$ cat src/wsd_pkg.sv
// Shared types, constants and register codes for the LED chain driver.
package wsd_pkg;

    // Default pixel store depth
    localparam int unsigned MAX_LEDS_DEF = 256;

    // Configuration port geometry
    localparam int unsigned PADDR_W = 5;
    localparam int unsigned PDATA_W = 32;

    // Register indexes (byte address / 4)
    localparam logic [2:0] REG_NUM_LEDS   = 3'd0;
    localparam logic [2:0] REG_ZERO_HIGH  = 3'd1;
    localparam logic [2:0] REG_ONE_HIGH   = 3'd2;
    localparam logic [2:0] REG_BIT_PERIOD = 3'd3;
    localparam logic [2:0] REG_LATCH      = 3'd4;

    // Register reset values
    localparam logic [8:0]  RST_NUM_LEDS   = 9'd0;
    localparam logic [9:0]  RST_ZERO_HIGH  = 10'd30;
    localparam logic [9:0]  RST_ONE_HIGH   = 10'd60;
    localparam logic [9:0]  RST_BIT_PERIOD = 10'd105;
    localparam logic [15:0] RST_LATCH      = 16'd5000;

    // Item action codes
    localparam logic [1:0] ACT_TICK  = 2'd0;
    localparam logic [1:0] ACT_SET   = 2'd1;
    localparam logic [1:0] ACT_SHOW  = 2'd2;
    localparam logic [1:0] ACT_CLEAR = 2'd3;

    // Green-red-blue pixel word
    typedef logic [23:0] t_pixel;

    // Configuration register file contents
    typedef struct packed {
        logic [8:0]  num_leds;
        logic [9:0]  zero_high_ticks;
        logic [9:0]  one_high_ticks;
        logic [9:0]  bit_period_ticks;
        logic [15:0] latch_ticks;
    } t_cfg;

    // Controller to waveform engine
    typedef struct packed {
        logic step;   // one tick item accepted
        logic start;  // begin a frame
    } t_wave_ctl;

    // Waveform engine to controller
    typedef struct packed {
        logic busy;      // frame or latch gap in progress now
        logic nxt_busy;  // busy after this cycle's step/start
        logic nxt_line;  // line level after this cycle's step/start
    } t_wave_sts;

endpackage

$ cat src/wsd_cfg_regs.sv
// APB-style configuration register file.
module wsd_cfg_regs (
    input  logic                          i_clk,
    input  logic                          i_rst_n,
    input  logic                          psel,
    input  logic                          penable,
    input  logic                          pwrite,
    input  logic [wsd_pkg::PADDR_W-1:0]   paddr,
    input  logic [wsd_pkg::PDATA_W-1:0]   pwdata,
    output logic [wsd_pkg::PDATA_W-1:0]   prdata,
    output logic                          pready,
    output wsd_pkg::t_cfg                 o_cfg
);
    wsd_pkg::t_cfg r_cfg;
    logic [2:0]    reg_idx;
    logic          wr_en;

    assign reg_idx = paddr[4:2];
    assign wr_en   = psel && penable && pwrite;
    assign pready  = 1'b1;

    // register writes
    always_ff @(posedge i_clk) begin
        if (!i_rst_n) begin
            r_cfg.num_leds         <= wsd_pkg::RST_NUM_LEDS;
            r_cfg.zero_high_ticks  <= wsd_pkg::RST_ZERO_HIGH;
            r_cfg.one_high_ticks   <= wsd_pkg::RST_ONE_HIGH;
            r_cfg.bit_period_ticks <= wsd_pkg::RST_BIT_PERIOD;
            r_cfg.latch_ticks      <= wsd_pkg::RST_LATCH;
        end else if (wr_en) begin
            unique case (reg_idx)
                wsd_pkg::REG_NUM_LEDS:   r_cfg.num_leds         <= pwdata[8:0];
                wsd_pkg::REG_ZERO_HIGH:  r_cfg.zero_high_ticks  <= pwdata[9:0];
                wsd_pkg::REG_ONE_HIGH:   r_cfg.one_high_ticks   <= pwdata[9:0];
                wsd_pkg::REG_BIT_PERIOD: r_cfg.bit_period_ticks <= pwdata[9:0];
                wsd_pkg::REG_LATCH:      r_cfg.latch_ticks      <= pwdata[15:0];
                default: ;  // unmapped, ignored
            endcase
        end
    end

    // read mux
    always_comb begin
        unique case (reg_idx)
            wsd_pkg::REG_NUM_LEDS:   prdata = {23'd0, r_cfg.num_leds};
            wsd_pkg::REG_ZERO_HIGH:  prdata = {22'd0, r_cfg.zero_high_ticks};
            wsd_pkg::REG_ONE_HIGH:   prdata = {22'd0, r_cfg.one_high_ticks};
            wsd_pkg::REG_BIT_PERIOD: prdata = {22'd0, r_cfg.bit_period_ticks};
            wsd_pkg::REG_LATCH:      prdata = {16'd0, r_cfg.latch_ticks};
            default:                 prdata = '0;
        endcase
    end

    assign o_cfg = r_cfg;
endmodule

$ cat config.mk
export PLATFORM = sky130hd
export DESIGN_NAME = wsd_cfg_regs
export DESIGN_NICKNAME = d
export VERILOG_FILES = /design/src/wsd_pkg.sv /design/src/wsd_cfg_regs.sv
export SDC_FILE = /design/constraint.sdc
export NUM_CORES = 1
export LEC_CHECK = 0
export BUFFER_PORTS_ARGS = -buffer_cell sky130_fd_sc_hd__buf_4
export CAP_MARGIN = 10
export CELL_PAD_IN_SITES_DETAIL_PLACEMENT = 2
export CELL_PAD_IN_SITES_GLOBAL_PLACEMENT = 2
export CORE_UTILIZATION = 24
export CTS_BUF_LIST = sky130_fd_sc_hd__clkbuf_8
export DETAILED_ROUTE_END_ITERATION = 16
export PLACE_DENSITY_LB_ADDON = 0.1
export SYNTH_ARGS = -nofsm -noshare
export SYNTH_HDL_FRONTEND = slang
export SYNTH_SLANG_ARGS = --single-unit
$ cat constraint.sdc
create_clock -name i_clk -period 1.1 [get_ports i_clk]
set_clock_uncertainty 0.1 [all_clocks]
set_input_delay 0.055 -clock i_clk [delete_from_list [all_inputs] [get_ports i_clk]]
set_output_delay 0.055 -clock i_clk [all_outputs]
set_load 0.05 [all_outputs]
==> results of run 1 <==
worst paths after layout:
kind                            startpoint        end  slack [ns]  depth (start not counted)
worst max-delay path             o_cfg[30]  prdata[4]       -0.44                          4
worst min-delay path               i_rst_n  o_cfg[28]        0.05                          3
worst max register to register   o_cfg[22]  o_cfg[22]        0.13                          4
worst min register to register   o_cfg[13]  o_cfg[13]        0.38                          2
layout by cell type (no fill, tap or decap), drive strengths merged:
| master | instances |
|---|---|
| mux2 | 9 |
| nand2b | 2 |
| o21a | 1 |
| nand4b | 1 |
| dlygate4sd3 | 16 |
| o2bb2ai | 1 |
| a31oi | 1 |
| o211ai | 9 |
| nor2 | 4 |
| nand2 | 55 |
| o21ai | 12 |
| o311ai | 2 |
| clkinv | 1 |
| dfxtp | 55 |
| mux2i | 46 |
| a22oi | 16 |
| and4b | 1 |
| inv | 10 |
| and3b | 1 |
| nor2b | 14 |
| nor3 | 1 |
| o22ai | 8 |
| conb | 17 |
| nand4 | 1 |
| and3 | 8 |
| clkbuf | 5 |
| nand3 | 1 |
| or2 | 1 |
| buf | 160 |
power by group through the flow:
stage,clock network [mW],registers (mW),logic [mW]
finish,1.13,1.96,1.03
global placement,0,2.00,0.879
floorplan,0,2.06,0.570
CTS,1.18,1.96,1.03
detailed placement,0,2.00,0.893
global route,1.24,1.96,1.09
timing repair:
item | in CTS | in global routing
buffers inserted | 8 | 13
endpoints found under the hold margin | 30 | 0
gates cloned | 1 | 0
hold buffers | 16 | 0
pin swaps | 8 | 13
gates resized for setup | 93 | 33
endpoints found under the setup margin | 39 | 40
stage by stage:
step | worst slack, ns | std cells | setup TNS, ns
after detailed placement | -0.273 | 562 | -10.67
after floorplan | -0.0790 | 315 | -0.532
after CTS | -0.497 | 594 | -5.49
after global routing | -0.490 | 599 | -5.31
final | -0.441 | 599 | -4.38
after global placement | -0.216 | 562 | -8.96
layout make-up:
type	instances	area share (%)
clock buffer	5	1.35
clock inverter	3	0.246
inverter	8	0.590
multi-input combinational	212	33.0
sequential	55	24.4
tap	140	3.44
timing repair buffer	176	37.0
layer usage:
metal	vias to the layer above	routed length, um
li1	1335	-
met1	1347	5020
met2	70	5560
met3	5	380
met4	0	79
met5	-	0
worst max-delay path, stage by stage (launching register included):
cell     delay, ns
dfxtp_4       0.35
mux2_4        0.28
a22oi_2       0.19
o22ai_4       0.09
buf_6         0.16
logic make-up after synthesis:
logic type             Yosys count  share of synthesized area, %
and+or+nand+nor                 90                          17.1
muxes                           55                          20.2
DFF                             55                          39.6
AOI/OAI and AO/OA               50                          12.1
buffers and inverters           48                          10.7
other                            2                         0.270
==> flow_summary.ini, run 1 <==
[routing]
drt-total-wl_mm = 11.0
via_per_inst = 4.60
drc_errors = 0
drtPass1Iterations = 4
vias = 2757
drt_iter0_markers = 70
post_drt_wl_per_cell_um = 18.4
postRouteAntennaNets = 0

[pwr]
p_sw_mw = 1.33
total_power_mw = 4.12
irDropWorstVdd_mv = 0.514
power_frac_seq_pct = 47.5
leakagePower_nw = 2.11
p_per_area_mw_per_mm2 = 809
p_clk_share_pct = 27.3
p_sw_share_pct = 32.3
p_comb_share_pct = 25.1
intPower_mw = 2.79

[synthesis]
avgSynthCellArea_um2 = 9.27
synth.ff_latch_count = 55
ys_async_sr_fraction_pct = 0
yosys-top-cells-count = dfxtp_1 (55), nand2_1 (55), mux2i_1 (46), buf_4 (19), a22oi_1 (16)
seq_area_frac_synth_pct = 39.6
yosysUniqueCellTypes = 35
synth_edf_count = 0
synth_top_area_share_pct = 39.6
synth.area.top_cells = dfxtp_1 (40%), mux2i_1 (17%), nand2_1 (7.4%)
syn_area_mm2 = 0.00278
ys.flop_type = dfxtp_1
yosysWarnings = 0
yosys.area.top_type = dfxtp_1
syn_inst = 300

[clock_network]
clkSinkCount = 55
clk_path_buf_depth = 2
cts_tree = yes
clk_pin_slew_ns = 0.10
insertion_delay_ns = 0.31
htree_levels = 2
cts_buffers = 5
root_buffer = clkbuf_8

[die]
io_pins = 130
die_area_mm2 = 0.0120
die_w_um = 110
core_area_mm2 = 0.0111
start_util_pct = 25.1
rows = 38
die_height_um = 110

[worst_setup_path]
critical_path_class = reg -> out
critPathCaptureType = output port
critPathRequiredTime_ns = 0.94
cp_max_fo = 2
start_kind = flip-flop
crit_arrival_ns = 1.39

[sta]
fin_crit_sh_pct = 140
slew_viol_final = 0
finalHoldViolCount = 0
finalSetupViolCount = 16
setup_ws_ns = -0.441
max_freq_mhz = 649
rsz0062_at_grt = true
holdWs_ns = 0.0497
fin_crit_ns = 1.54

[placed_design]
placed_cell_area_mm2 = 0.00427
finalWeightedCongestion = 0.729
detailed_place_hpwl_mm = 7.96
io_buffers = 94

[global_routing]
grt_start_max_net_pins = 30
antenna_found_initial = 0
use_met3_pct = 2.79
track_usage_pct = 19.1
grt_first_pass_wirelength_mm = 16.8
grt_overflow = 0
top_usage_layer = met2
grt_pass1_vias = 2967
use_met2_pct = 33.1
met1_usage_pct = 24.9

[outcome]
status = finished with violations
violations = setup timing

[layout]
area_growth_pct = 83.0
final_util_pct = 45.9
antenna_cells = 0
drive_above_1_share_pct = 58.2
multi_input_area_mm2 = 0.00168
largest_reg_flops = 55
nFillCells = 1138
postLayoutCellArea_mm2 = 0.00509
final_net_count = 500
seqCellArea_mm2 = 0.00124

[min_path]
min_path_type = in -> reg

[job]
cap_viol_max_count = 0
Power figures use the tool's default switching activity.
==> inputs of run 2 (changes only) <==
Settings changed: PLACE_DENSITY set to 0.83, PLACE_DENSITY_LB_ADDON 0.1 to unset, SKIP_LAST_GASP set to 1.
==> flow_summary.ini, run 2 (synthesized netlist as in run 1, its figures left out) <==
[die]
io_pins = 130
rows = 38
start_util_pct = 25.1
core_area_mm2 = 0.0111
die_area_mm2 = 0.0120
die_height_um = 110
die_w_um = 110

[clock_network]
clkSinkCount = 55
insertion_delay_ns = 0.32
cts_buffers = 5
clk_path_buf_depth = 2
root_buffer = clkbuf_8
htree_levels = 2
cts_tree = yes
clk_pin_slew_ns = 0.10

[sta]
finalSetupViolCount = 20
max_freq_mhz = 638
fin_crit_ns = 1.57
setup_ws_ns = -0.468
fin_crit_sh_pct = 143
finalHoldViolCount = 0
slew_viol_final = 0
rsz0062_at_grt = true

[placed_design]
detailed_place_hpwl_mm = 8.75
finalWeightedCongestion = 0.747
dp_slack_ns = -0.288
io_buffers = 94

[worst_setup_path]
startpoint = o_cfg[29]
critPathRequiredTime_ns = 0.94
rr_worst_depth = 4
endpoint = prdata[3]
rr_startpoint = o_cfg[19]
cp_max_fo = 2
critPathCaptureType = output port
rrSetupSlack_ns = 0.10
critical_path_class = reg -> out
r2r_end = o_cfg[19]
start_kind = flip-flop
crit_arrival_ns = 1.41

[outcome]
status = finished with violations
violations = setup timing

[global_routing]
grt_first_pass_wirelength_mm = 18.3
grt_start_max_net_pins = 32
grt_pass1_vias = 3167
grt_overflow = 0
track_usage_pct = 20.7
antenna_found_initial = 0

[pwr]
p_sw_mw = 1.35
leakagePower_nw = 2.13
p_comb_share_pct = 24.6
intPower_mw = 2.85
power_frac_seq_pct = 46.7
p_clk_share_pct = 28.6
irDropWorstVdd_mv = 0.538
p_per_area_mw_per_mm2 = 821
p_sw_share_pct = 32.1

[layout]
final_net_count = 506
final_cell_mix = buf_4 (84), nand2_1 (55), mux2i_1 (46), buf_6 (39), buf_8 (36)
final_util_pct = 46.1
drive_above_1_share_pct = 58.3
nFillCells = 1113
seqCellArea_mm2 = 0.00124
largest_reg_flops = 55
final_common_cell = buf_4
multi_input_area_mm2 = 0.00167
antenna_cells = 0
area_growth_pct = 83.7

[routing]
postRouteAntennaNets = 0
drt-total-wl_mm = 12.3
drc_errors = 0
vias = 2845
drtPass1Iterations = 4
via_per_inst = 4.70
drt_iter0_markers = 70
post_drt_wl_per_cell_um = 20.3

[min_path]
min_path_type = in -> reg

[job]
cap_viol_max_count = 0
run 2: cell count changes in the layout (fill, tap and decap cells not counted), sizes merged:
| cell | change |
|---|---|
| clkbuf | +1 |
| dlygate4sd3 | +1 |
| buf | +5 |
| inv | -1 |
run 2: layer usage:
| metal | wire length, um | vias to the layer above | GRT usage [%] |
|---|---|---|---|
| li1 | - | 1334 | - |
| met1 | 5160 | 1405 | 24.8 |
| met2 | 6480 | 92 | 38.3 |
| met3 | 504 | 14 | 3.38 |
| met4 | 163 | 0 | 4.76 |
| met5 | 0 | - | 0 |
run 2: repair_timing:
action | CTS | global route
endpoints found under the hold margin | 29 | 0
cloned | 0 | 0
hold buffers | 17 | 0
setup endpoints to repair | 37 | 46
buffers inserted | 7 | 16
pin swaps | 9 | 9
resized for setup | 83 | 50
run 2: how the worst min path moves through the flow:
stage | startpoint | end | slack [ns] | cells past startpoint
2_1_floorplan | pwdata[10] | o_cfg[10] | 0.09 | 2
4_1_cts | i_rst_n | o_cfg[16] | 0.06 | 3
5_1_grt | i_rst_n | o_cfg[22] | 0.08 | 3
3_3_place_gp | pwdata[14] | o_cfg[14] | 0.21 | 3
3_5_place_dp | pwdata[10] | o_cfg[10] | 0.23 | 3
6_report | i_rst_n | o_cfg[16] | 0.07 | 3
run 2: critical path: stages (launching register included):
cell and delay [ns]:
dfxtp_4 0.36, mux2_4 0.28, a22oi_2 0.18, o22ai_4 0.11, buf_6 0.16
run 2: area by class of cell:
| cell class | instances | share of cell area (%) |
|---|---|---|
| multi-input combinational | 212 | 32.7 |
| sequential | 55 | 24.3 |
| tap | 140 | 3.43 |
| clock inverter | 2 | 0.171 |
| clock buffer | 6 | 1.62 |
| timing repair buffer | 182 | 37.2 |
| inverter | 8 | 0.588 |
run 2: through the flow:
stage	total power, mW	instance area, um^2	hold WS, ns	cells	setup TNS (ns)
after global routing	4.34	5110	0.0801	605	-5.86
after floorplan	2.63	3180	0.0896	315	-0.532
after detailed placement	2.91	4280	0.229	567	-11.63
after CTS	4.19	4910	0.0639	599	-4.96
final	4.19	5110	0.0712	605	-4.92
after global placement	2.87	4280	0.207	567	-7.47
run 2: power groups by stage:
stage | combinational (mW) | clock, mW | sequential (mW)
CTS | 1.01 | 1.23 | 1.96
detailed placement | 0.902 | 0 | 2.00
floorplan | 0.570 | 0 | 2.06
global route | 1.08 | 1.30 | 1.96
global placement | 0.870 | 0 | 2.00
finish | 1.03 | 1.20 | 1.96
