<file path="src/wsd_pkg.sv">
// Shared types, constants and register codes for the LED chain driver.
package wsd_pkg;

    // Default pixel store depth
    localparam int unsigned MAX_LEDS_DEF = 256;

    // Configuration port geometry
    localparam int unsigned PADDR_W = 5;
    localparam int unsigned PDATA_W = 32;

    // Register indexes (byte address / 4)
    localparam logic [2:0] REG_NUM_LEDS   = 3'd0;
    localparam logic [2:0] REG_ZERO_HIGH  = 3'd1;
    localparam logic [2:0] REG_ONE_HIGH   = 3'd2;
    localparam logic [2:0] REG_BIT_PERIOD = 3'd3;
    localparam logic [2:0] REG_LATCH      = 3'd4;

    // Register reset values
    localparam logic [8:0]  RST_NUM_LEDS   = 9'd0;
    localparam logic [9:0]  RST_ZERO_HIGH  = 10'd30;
    localparam logic [9:0]  RST_ONE_HIGH   = 10'd60;
    localparam logic [9:0]  RST_BIT_PERIOD = 10'd105;
    localparam logic [15:0] RST_LATCH      = 16'd5000;

    // Item action codes
    localparam logic [1:0] ACT_TICK  = 2'd0;
    localparam logic [1:0] ACT_SET   = 2'd1;
    localparam logic [1:0] ACT_SHOW  = 2'd2;
    localparam logic [1:0] ACT_CLEAR = 2'd3;

    // Green-red-blue pixel word
    typedef logic [23:0] t_pixel;

    // Configuration register file contents
    typedef struct packed {
        logic [8:0]  num_leds;
        logic [9:0]  zero_high_ticks;
        logic [9:0]  one_high_ticks;
        logic [9:0]  bit_period_ticks;
        logic [15:0] latch_ticks;
    } t_cfg;

    // Controller to waveform engine
    typedef struct packed {
        logic step;   // one tick item accepted
        logic start;  // begin a frame
    } t_wave_ctl;

    // Waveform engine to controller
    typedef struct packed {
        logic busy;      // frame or latch gap in progress now
        logic nxt_busy;  // busy after this cycle's step/start
        logic nxt_line;  // line level after this cycle's step/start
    } t_wave_sts;

endpackage

</file>
<file path="src/wsd_wave.sv">
// Waveform engine: frame/bit/tick counters and line level.
module wsd_wave #(
    parameter int unsigned MAX_LEDS = wsd_pkg::MAX_LEDS_DEF,
    localparam int unsigned AW  = (MAX_LEDS > 1) ? $clog2(MAX_LEDS) : 1,
    localparam int unsigned CWN = $clog2(MAX_LEDS + 1),
    localparam int unsigned CW  = (CWN > 9) ? CWN : 9
) (
    input  logic                 i_clk,
    input  logic                 i_rst_n,
    input  wsd_pkg::t_wave_ctl   i_ctl,
    input  wsd_pkg::t_cfg        i_cfg,
    input  logic [CW-1:0]        i_active,
    input  wsd_pkg::t_pixel      i_word,
    output logic [AW-1:0]        o_rd_addr,
    output wsd_pkg::t_wave_sts   o_sts
);
    typedef enum logic [2:0] {
        PH_IDLE  = 3'b001,
        PH_SEND  = 3'b010,
        PH_LATCH = 3'b100
    } t_phase;

    t_phase         r_phase, n_phase;
    logic [CW-1:0]  r_led,   n_led;
    logic [4:0]     r_bit,   n_bit;
    logic [15:0]    r_tick,  n_tick;
    logic           r_line,  n_line;

    logic [15:0]    tick_p1;
    logic           bit_val;
    logic [9:0]     high_ticks;
    logic [9:0]     period;
    logic [CW-1:0]  led_p1;
    t_phase         latch_phase;

    assign tick_p1     = r_tick + 16'd1;
    assign bit_val     = i_word[5'd23 - r_bit];
    assign high_ticks  = bit_val ? i_cfg.one_high_ticks : i_cfg.zero_high_ticks;
    assign period      = (i_cfg.bit_period_ticks == 10'd0) ? 10'd1 : i_cfg.bit_period_ticks;
    assign led_p1      = r_led + CW'(1);
    assign latch_phase = (i_cfg.latch_ticks == 16'd0) ? PH_IDLE : PH_LATCH;

    // next state
    always_comb begin
        n_phase = r_phase;
        n_led   = r_led;
        n_bit   = r_bit;
        n_tick  = r_tick;
        n_line  = r_line;
        if (i_ctl.start) begin
            n_led  = '0;
            n_bit  = '0;
            n_tick = '0;
            n_line = 1'b0;
            n_phase = (i_active == '0) ? latch_phase : PH_SEND;
        end else if (i_ctl.step) begin
            unique case (r_phase)
                PH_SEND: begin
                    n_line = (r_tick < {6'd0, high_ticks});
                    n_tick = tick_p1;
                    if (tick_p1 >= {6'd0, period}) begin
                        n_tick = '0;
                        if (r_bit >= 5'd23) begin
                            n_bit = '0;
                            n_led = led_p1;
                            if (led_p1 >= i_active) begin
                                n_line  = 1'b0;
                                n_phase = latch_phase;
                            end
                        end else begin
                            n_bit = r_bit + 5'd1;
                        end
                    end
                end
                PH_LATCH: begin
                    n_line = 1'b0;
                    n_tick = tick_p1;
                    if (tick_p1 >= i_cfg.latch_ticks) begin
                        n_tick  = '0;
                        n_phase = PH_IDLE;
                    end
                end
                default: begin
                    n_line = 1'b0;
                end
            endcase
        end
    end

    // state registers
    always_ff @(posedge i_clk) begin
        if (!i_rst_n) begin
            r_phase <= PH_IDLE;
            r_led   <= '0;
            r_bit   <= '0;
            r_tick  <= '0;
            r_line  <= 1'b0;
        end else begin
            r_phase <= n_phase;
            r_led   <= n_led;
            r_bit   <= n_bit;
            r_tick  <= n_tick;
            r_line  <= n_line;
        end
    end

    // read address follows the next LED so read data tracks the current LED
    assign o_rd_addr      = n_led[AW-1:0];
    assign o_sts.busy     = (r_phase != PH_IDLE);
    assign o_sts.nxt_busy = (n_phase != PH_IDLE);
    assign o_sts.nxt_line = n_line;
endmodule

</file>
<file path="config.mk">
export PLATFORM = sky130hd
export DESIGN_NAME = wsd_wave
export DESIGN_NICKNAME = d
export VERILOG_FILES = /design/src/wsd_pkg.sv /design/src/wsd_wave.sv
export SDC_FILE = /design/constraint.sdc
export NUM_CORES = 1
export LEC_CHECK = 0
export BUFFER_PORTS_ARGS = -buffer_cell sky130_fd_sc_hd__buf_2
export CAP_MARGIN = 25
export CELL_PAD_IN_SITES_DETAIL_PLACEMENT = 2
export CELL_PAD_IN_SITES_GLOBAL_PLACEMENT = 2
export CORE_MARGIN = 2
export CORE_UTILIZATION = 33
export CTS_BUF_LIST = sky130_fd_sc_hd__clkbuf_4
export DETAILED_ROUTE_END_ITERATION = 6
export PLACE_DENSITY = 0.85
export SYNTH_ARGS = -nofsm -noshare
export SYNTH_HDL_FRONTEND = slang
export SYNTH_SLANG_ARGS = --single-unit
export TNS_END_PERCENT = 10
</file>
<file path="constraint.sdc">
create_clock -name i_clk -period 5.6 [get_ports i_clk]
set_input_delay 0.28 -clock i_clk [delete_from_list [all_inputs] [get_ports i_clk]]
set_output_delay 0.28 -clock i_clk [all_outputs]
set_load 0.01 [all_outputs]
</file>
==> metrics.txt, run 1 <==
status finished, final reports clean; core area a little over 0.01 mm^2; Gates resized, CTS repair 0; synth unique cells 60; dpl cells 640; Max-slew headroom 0.334; Post-Synthesis Cells approximately 420; Critical Path AT roughly 4.6 ns; ratio of cells with drive above 1 in the final layout 0.246; post-route insts no fill approximately 650; wire length per cell roughly 18 um; HPWL after detailed placement ~9700 um; critical-path cell list nand4_1 > nor2_1 > xor2_1 > ha_1 > a22o_1 > nor4_1 > o211ai_1 > o2bb2ai_1 > o31ai_2 > nor3b_1 > xnor2_1 > nor2_1 > buf_2; port bufs between 90 and 100; synth top area cells dfxtp_1, ha_1, nor2_1; CTS Root Cell clkbuf_4; die height ~110 um; Critical-path top delay cell o31ai_2; Commonest cells post-synth ha_1, nor2_1, inv_1, dfxtp_1; vias in the first global route about 4000; nets ~650; die width 107 um; routed vias/inst 5.49; Post-synth EDFFs 0; Setup crit end kind output pin; synthesized cell area 0.00349 mm^2; Setup Crit Path Kind reg -> out; GRT Total Usage 0.211; Worst VDD drop approximately 0.062 mV; final worst path period share 0.876; Max clock buf depth 2; Seq/Total Area, Yosys 0.195; Critical Path Max Stage Delay roughly 0.73 ns; initial antenna violation count 0; CTS tree built; CP Max Fanout 12; final wirelength roughly 12000 um; FMAX between 200 and 250 MHz; row count 37; R2R setup slack 0.91 ns; Pleak just over 2 nW; grt total ovfl 0; min-delay src i_rst_n; Req. time, crit path between 5 and 6 ns; final hold viol count 0; fillcell total 1258; share of the synthesized area in the top cell type 0.195; max-cap violations 0; largest net degree at the start of global routing 19; DRT iter0 DRCs roughly 140; worst skew pair latency about 0.37 ns; critical path's most frequent cell nor2_1; Seq cells post-synth 34; Synth area leader dfxtp_1; Max Transition Viols Final 0; Num CTS Buffers 5; Mapped Nets 565; ant diodes 0; first-pass GRT wire length around 19000 um; synth warn 0; Layout area overhead 17.7%; setup tns final 0 ns; GP Congestion between 0.8 and 0.9; Die ar. around 0.011 mm^2; DRC 0; Worst Hold Depth 3; syn_area_per_cell between 8 and 9 um^2; reg2reg end r_tick[12]$_SDFFE_PP0P_; post-CTS setup buffer count 0; Period minus WS final 4.90 ns; # clock sinks 34; WHS Endpoint r_phase[2]$_SDFF_PN0_; R2R Path Start r_tick[0]$_SDFFE_PP0P_; Worst Max-Slew Pin Slew between 0.9 and 1 ns; commonest register cell after synthesis dfxtp_1; Power Density 118 mW/mm^2; Initial Utilization 0.340; Fin Clk Skew about 0.012 ns; Worst setup SP type flip-flop; fraction of registers with async set/reset 0; setup violators final 0; router iterations before antenna repair 4; RSZ-0062 raised after global routing false; via count 3560; Top-Level Pins approximately 100; Hold/Removal Path Class in -> reg; H-tree levels 2; Post-DRT Antenna Nets 0; Reg2Reg Depth 12; CTS Hold Bufs 0; Clock transition at path regs 0.13 ns
layout make-up:
cell class | count | area [um^2] | area share
multi-input combinational | 335 | 2570 | 0.626
sequential | 34 | 681 | 0.166
timing repair buffer | 95 | 480 | 0.117
tap | 136 | 170 | 0.0414
inverter | 41 | 154 | 0.0374
clock buffer | 5 | 37.5 | 0.00913
clock inverter | 3 | 16.3 | 0.00396
state kept, by name, indices dropped and copies added (netlist names):
signal   cells
r_led        9
r_line       1
r_bit        5
r_tick      16
r_phase      3
critical path, delay by kind of cell, from the launching register on:
kind | cells | cell delay, ns
AO/OA/AOI/OAI | 4 | 1.46
XOR/XNOR | 2 | 0.59
adder cells (fa/ha/maj) | 1 | 0.32
buffers and inverters | 1 | 0.14
flip-flops | 1 | 0.56
AND/OR/NAND/NOR | 5 | 1.19
metrics by stage:
stage	hold WS [ns]	total power, mW	util	setup WS [ns]	cell area, um^2
2_1_floorplan	0.438	0.294	-	1.95	3490
3_3_place_gp	0.478	0.337	0.394	1.25	4050
3_5_place_dp	0.517	0.343	0.394	0.960	4050
4_1_cts	0.250	0.489	0.399	0.673	4100
5_1_grt	0.262	0.511	0.400	0.319	4110
6_report	0.248	0.484	0.400	0.696	4110
worst max-delay path by stage:
stage | start | endpoint | slack (ns) | cells after the start
final | r_tick[0]$_SDFFE_PP0P_ | o_rd_addr[4] | 0.70 | 13
after global routing | r_tick[0]$_SDFFE_PP0P_ | o_rd_addr[3] | 0.32 | 13
after CTS | r_tick[0]$_SDFFE_PP0P_ | o_rd_addr[4] | 0.67 | 13
after detailed placement | r_tick[0]$_SDFFE_PP0P_ | r_tick[12]$_SDFFE_PP0P_ | 0.96 | 12
after global placement | r_tick[0]$_SDFFE_PP0P_ | r_tick[12]$_SDFFE_PP0P_ | 1.25 | 12
after floorplan | r_bit[0]$_SDFFE_PP0P_ | o_sts[0] | 1.95 | 17
power by group:
| group | internal [mW] | total [mW] | leakage [nW] | switching (mW) |
|---|---|---|---|---|
| Clock | 0.0467 | 0.147 | 0.0286 | 0.100 |
| Combinational | 0.0452 | 0.0926 | 1.73 | 0.0473 |
| Sequential | 0.243 | 0.245 | 0.274 | 0.00172 |
cells in the final DEF, fill, tap and decap left out, types with 4 or more instances in the layout:
cell type / n
ha_1: 49
buf_2: 93
o21ai_0: 13
xor2_1: 15
clkbuf_4: 5
nand4_1: 9
mux4_2: 6
a21oi_1: 17
nor4_1: 14
a21o_1: 6
nor2_1: 49
o211ai_1: 6
a22o_1: 9
nor2b_1: 4
inv_1: 41
nand3_1: 16
nand2b_1: 8
dfxtp_1: 34
and3_1: 7
xnor2_1: 18
nor3_1: 6
mux2i_1: 12
nand2_1: 18
per-layer routing:
metal | vias up | global-route usage | routed length [um]
met1 | 1748 | 0.265 | 5230
met3 | 12 | 0.0280 | 441
met5 | - | 0 | 0
li1 | 1721 | - | -
met4 | 0 | 0.0501 | 154
met2 | 79 | 0.381 | 5790
cells by family after synthesis:
family          share of synthesized area
fa+ha+maj                           0.176
compound gates                      0.157
flops                               0.195
simple gates                        0.236
mux                                0.0795
xor+xnor                           0.0874
buf+inv                            0.0702
(Power assumes the default switching activity.)
==> run 2, diff against run 1 <==
CTS_CLUSTER_DIAMETER = 100   (was not set)
clock period = 6.1 ns   (was 5.6 ns; I/O delays follow)
==> run 2 against run 1 <==
Net effect:
- die area is the same
- clock skew shrank 0.0031 ns
- global-route usage is 0.25 points lower
- worst hold slack better by 0.056 ns
==> metrics.txt, run 2 (synthesized netlist as in run 1, its figures left out) <==
Largest register FFs 16; FMAX approximately 200 MHz; critical-path cell list ha_1 > nand3_2 > nor2_2 > nand2_1 > xnor2_1 > ha_1 > a21o_1 > o21ai_0 > a21oi_1 > o2bb2ai_1 > o311ai_1 > nor2_1 > xnor2_1 > nor2_1 > buf_2; Critical Path AT 4.60 ns; final worst path period share 0.804; CTS tree built; Critical Path Max Stage Delay 0.87 ns; Req. time, crit path 5.79 ns; first-pass GRT wire length between 15000 and 20000 um; Post-DRT Antenna Nets 0; HPWL after detailed placement roughly 9700 um; Clock transition at path regs approximately 0.11 ns; Layout area overhead 17.1%; Most flops, register r_tick; final wirelength around 12000 um; Hold/Removal Path Class in -> reg; H-tree levels 2; R2R setup slack between 1.5 and 2 ns; nets about 650; Fin Clk Skew ~0.0094 ns; Worst setup SP type flip-flop; Setup Crit Path Kind reg -> out; grt total ovfl 0; Top delay family on crit path compound AO/OA/AOI/OAI gates; DRT iter0 DRCs 154; Gates resized, CTS repair 0; largest net degree at the start of global routing 19; most frequent cells in the layout buf_2, nor2_1, ha_1, inv_1, dfxtp_1; die height 107 um; Setup crit end kind output pin; Period minus WS final around 4.9 ns; DRC 0; RSZ-0062 raised after global routing false; Max clock buf depth 2; total power draw 0.433 mW; Worst Max-Slew Pin Slew 1.01 ns; status finished, final reports clean; router iterations before antenna repair 4; Top-Level Pins between 100 and 150; WP buf/inv 1; worst skew pair latency between 0.3 and 0.4 ns; most common cell after layout, fill and taps aside buf_2; Num CTS Buffers 5; routed vias/inst roughly 5.5; Critical-path top delay cell o311ai_1; Pleak 2.02 nW; Max Transition Viols Final 0; row count 37; core area 0.0103 mm^2; final hold viol count 0; post-CTS setup buffer count 0; max-cap violations 0; GP Congestion between 0.8 and 0.9; CTS Hold Bufs 0; setup violators final 0; Setup WS pre-CTS between 1.5 and 2 ns; # clock sinks 34; port bufs 93; vias in the first global route just under 4000; Initial Utilization 0.340; via count roughly 3600; ant diodes 0; ratio of cells with drive above 1 in the final layout 0.241; GRT Total Usage 0.208; Max-slew headroom 0.317; Power Density roughly 110 mW/mm^2; Worst VDD drop 0.0453 mV; Die ar. around 0.011 mm^2; die width approximately 110 um; setup tns final 0 ns; Worst Slack Setup Final approximately 1.2 ns; initial antenna violation count 0; wire length per cell 18.0 um; CTS Root Cell clkbuf_4; CP Max Fanout 8; top flop regs r_tick: 16 flops, r_led: 9 flops, r_bit: 5 flops
-- run 2: cell count changes in the layout (fill, tap and decap cells not counted), sizes merged --
cell,delta
clkinvlp,-1
buf,-1
clkinv,-1
-- run 2: worst reg2reg max path, cell delays in order, from the launching register on --
cell and delay [ns]:
dfxtp_1 0.58, ha_1 0.34, nand3_2 0.18, nor2_2 0.26
nand2_1 0.11, xnor2_1 0.40, ha_1 0.33, a21o_1 0.18
o21ai_0 0.16, a21oi_1 0.06, o2bb2ai_1 0.23, or4_4 0.53
a211oi_2 0.77, and3_1 0.26, a221o_1 0.11
-- run 2: path summary, 6_finish.rpt --
| path | startpoint | to | depth (start not counted) |
|---|---|---|---|
| max | r_tick[0]$_SDFFE_PP0P_ | o_rd_addr[7] | 15 |
| min reg2reg | r_bit[4]$_SDFFE_PP0P_ | r_bit[4]$_SDFFE_PP0P_ | 2 |
| max reg2reg | r_tick[0]$_SDFFE_PP0P_ | r_tick[12]$_SDFFE_PP0P_ | 14 |
| min | i_rst_n | r_phase[2]$_SDFF_PN0_ | 3 |
-- run 2: layout make-up --
cell class	count	area, um^2
multi-input combinational	335	2570
fill	1262	6190
sequential	34	681
clock inverter	1	3.75
timing repair buffer	94	473
tap	136	170
clock buffer	5	37.5
inverter	41	154
-- run 2: stage by stage --
| step | cells | utilization | hold slack (ns) | instance area (um^2) |
|---|---|---|---|---|
| 2_1_floorplan | 424 | - | 0.463 | 3490 |
| 3_3_place_gp | 640 | 0.394 | 0.478 | 4050 |
| 3_5_place_dp | 640 | 0.394 | 0.531 | 4050 |
| 4_1_cts | 646 | 0.398 | 0.296 | 4090 |
| 5_1_grt | 646 | 0.398 | 0.313 | 4090 |
| 6_report | 646 | 0.398 | 0.304 | 4090 |
-- run 2: routing by layer --
layer | track usage | share of wire | vias up
li1 | - | - | 1713
met1 | 0.261 | 0.45 | 1733
met2 | 0.374 | 0.49 | 94
met3 | 0.0340 | 0.050 | 14
met4 | 0.0445 | 0.013 | 0
met5 | 0 | 0 | -
-- run 2: power by group --
| group | internal [mW] | total (mW) | switching (mW) |
|---|---|---|---|
| Combinational | 0.0415 | 0.0848 | 0.0433 |
| Clock | 0.0394 | 0.123 | 0.0838 |
| Sequential | 0.223 | 0.225 | 0.00169 |
| Total | 0.304 | 0.433 | 0.129 |
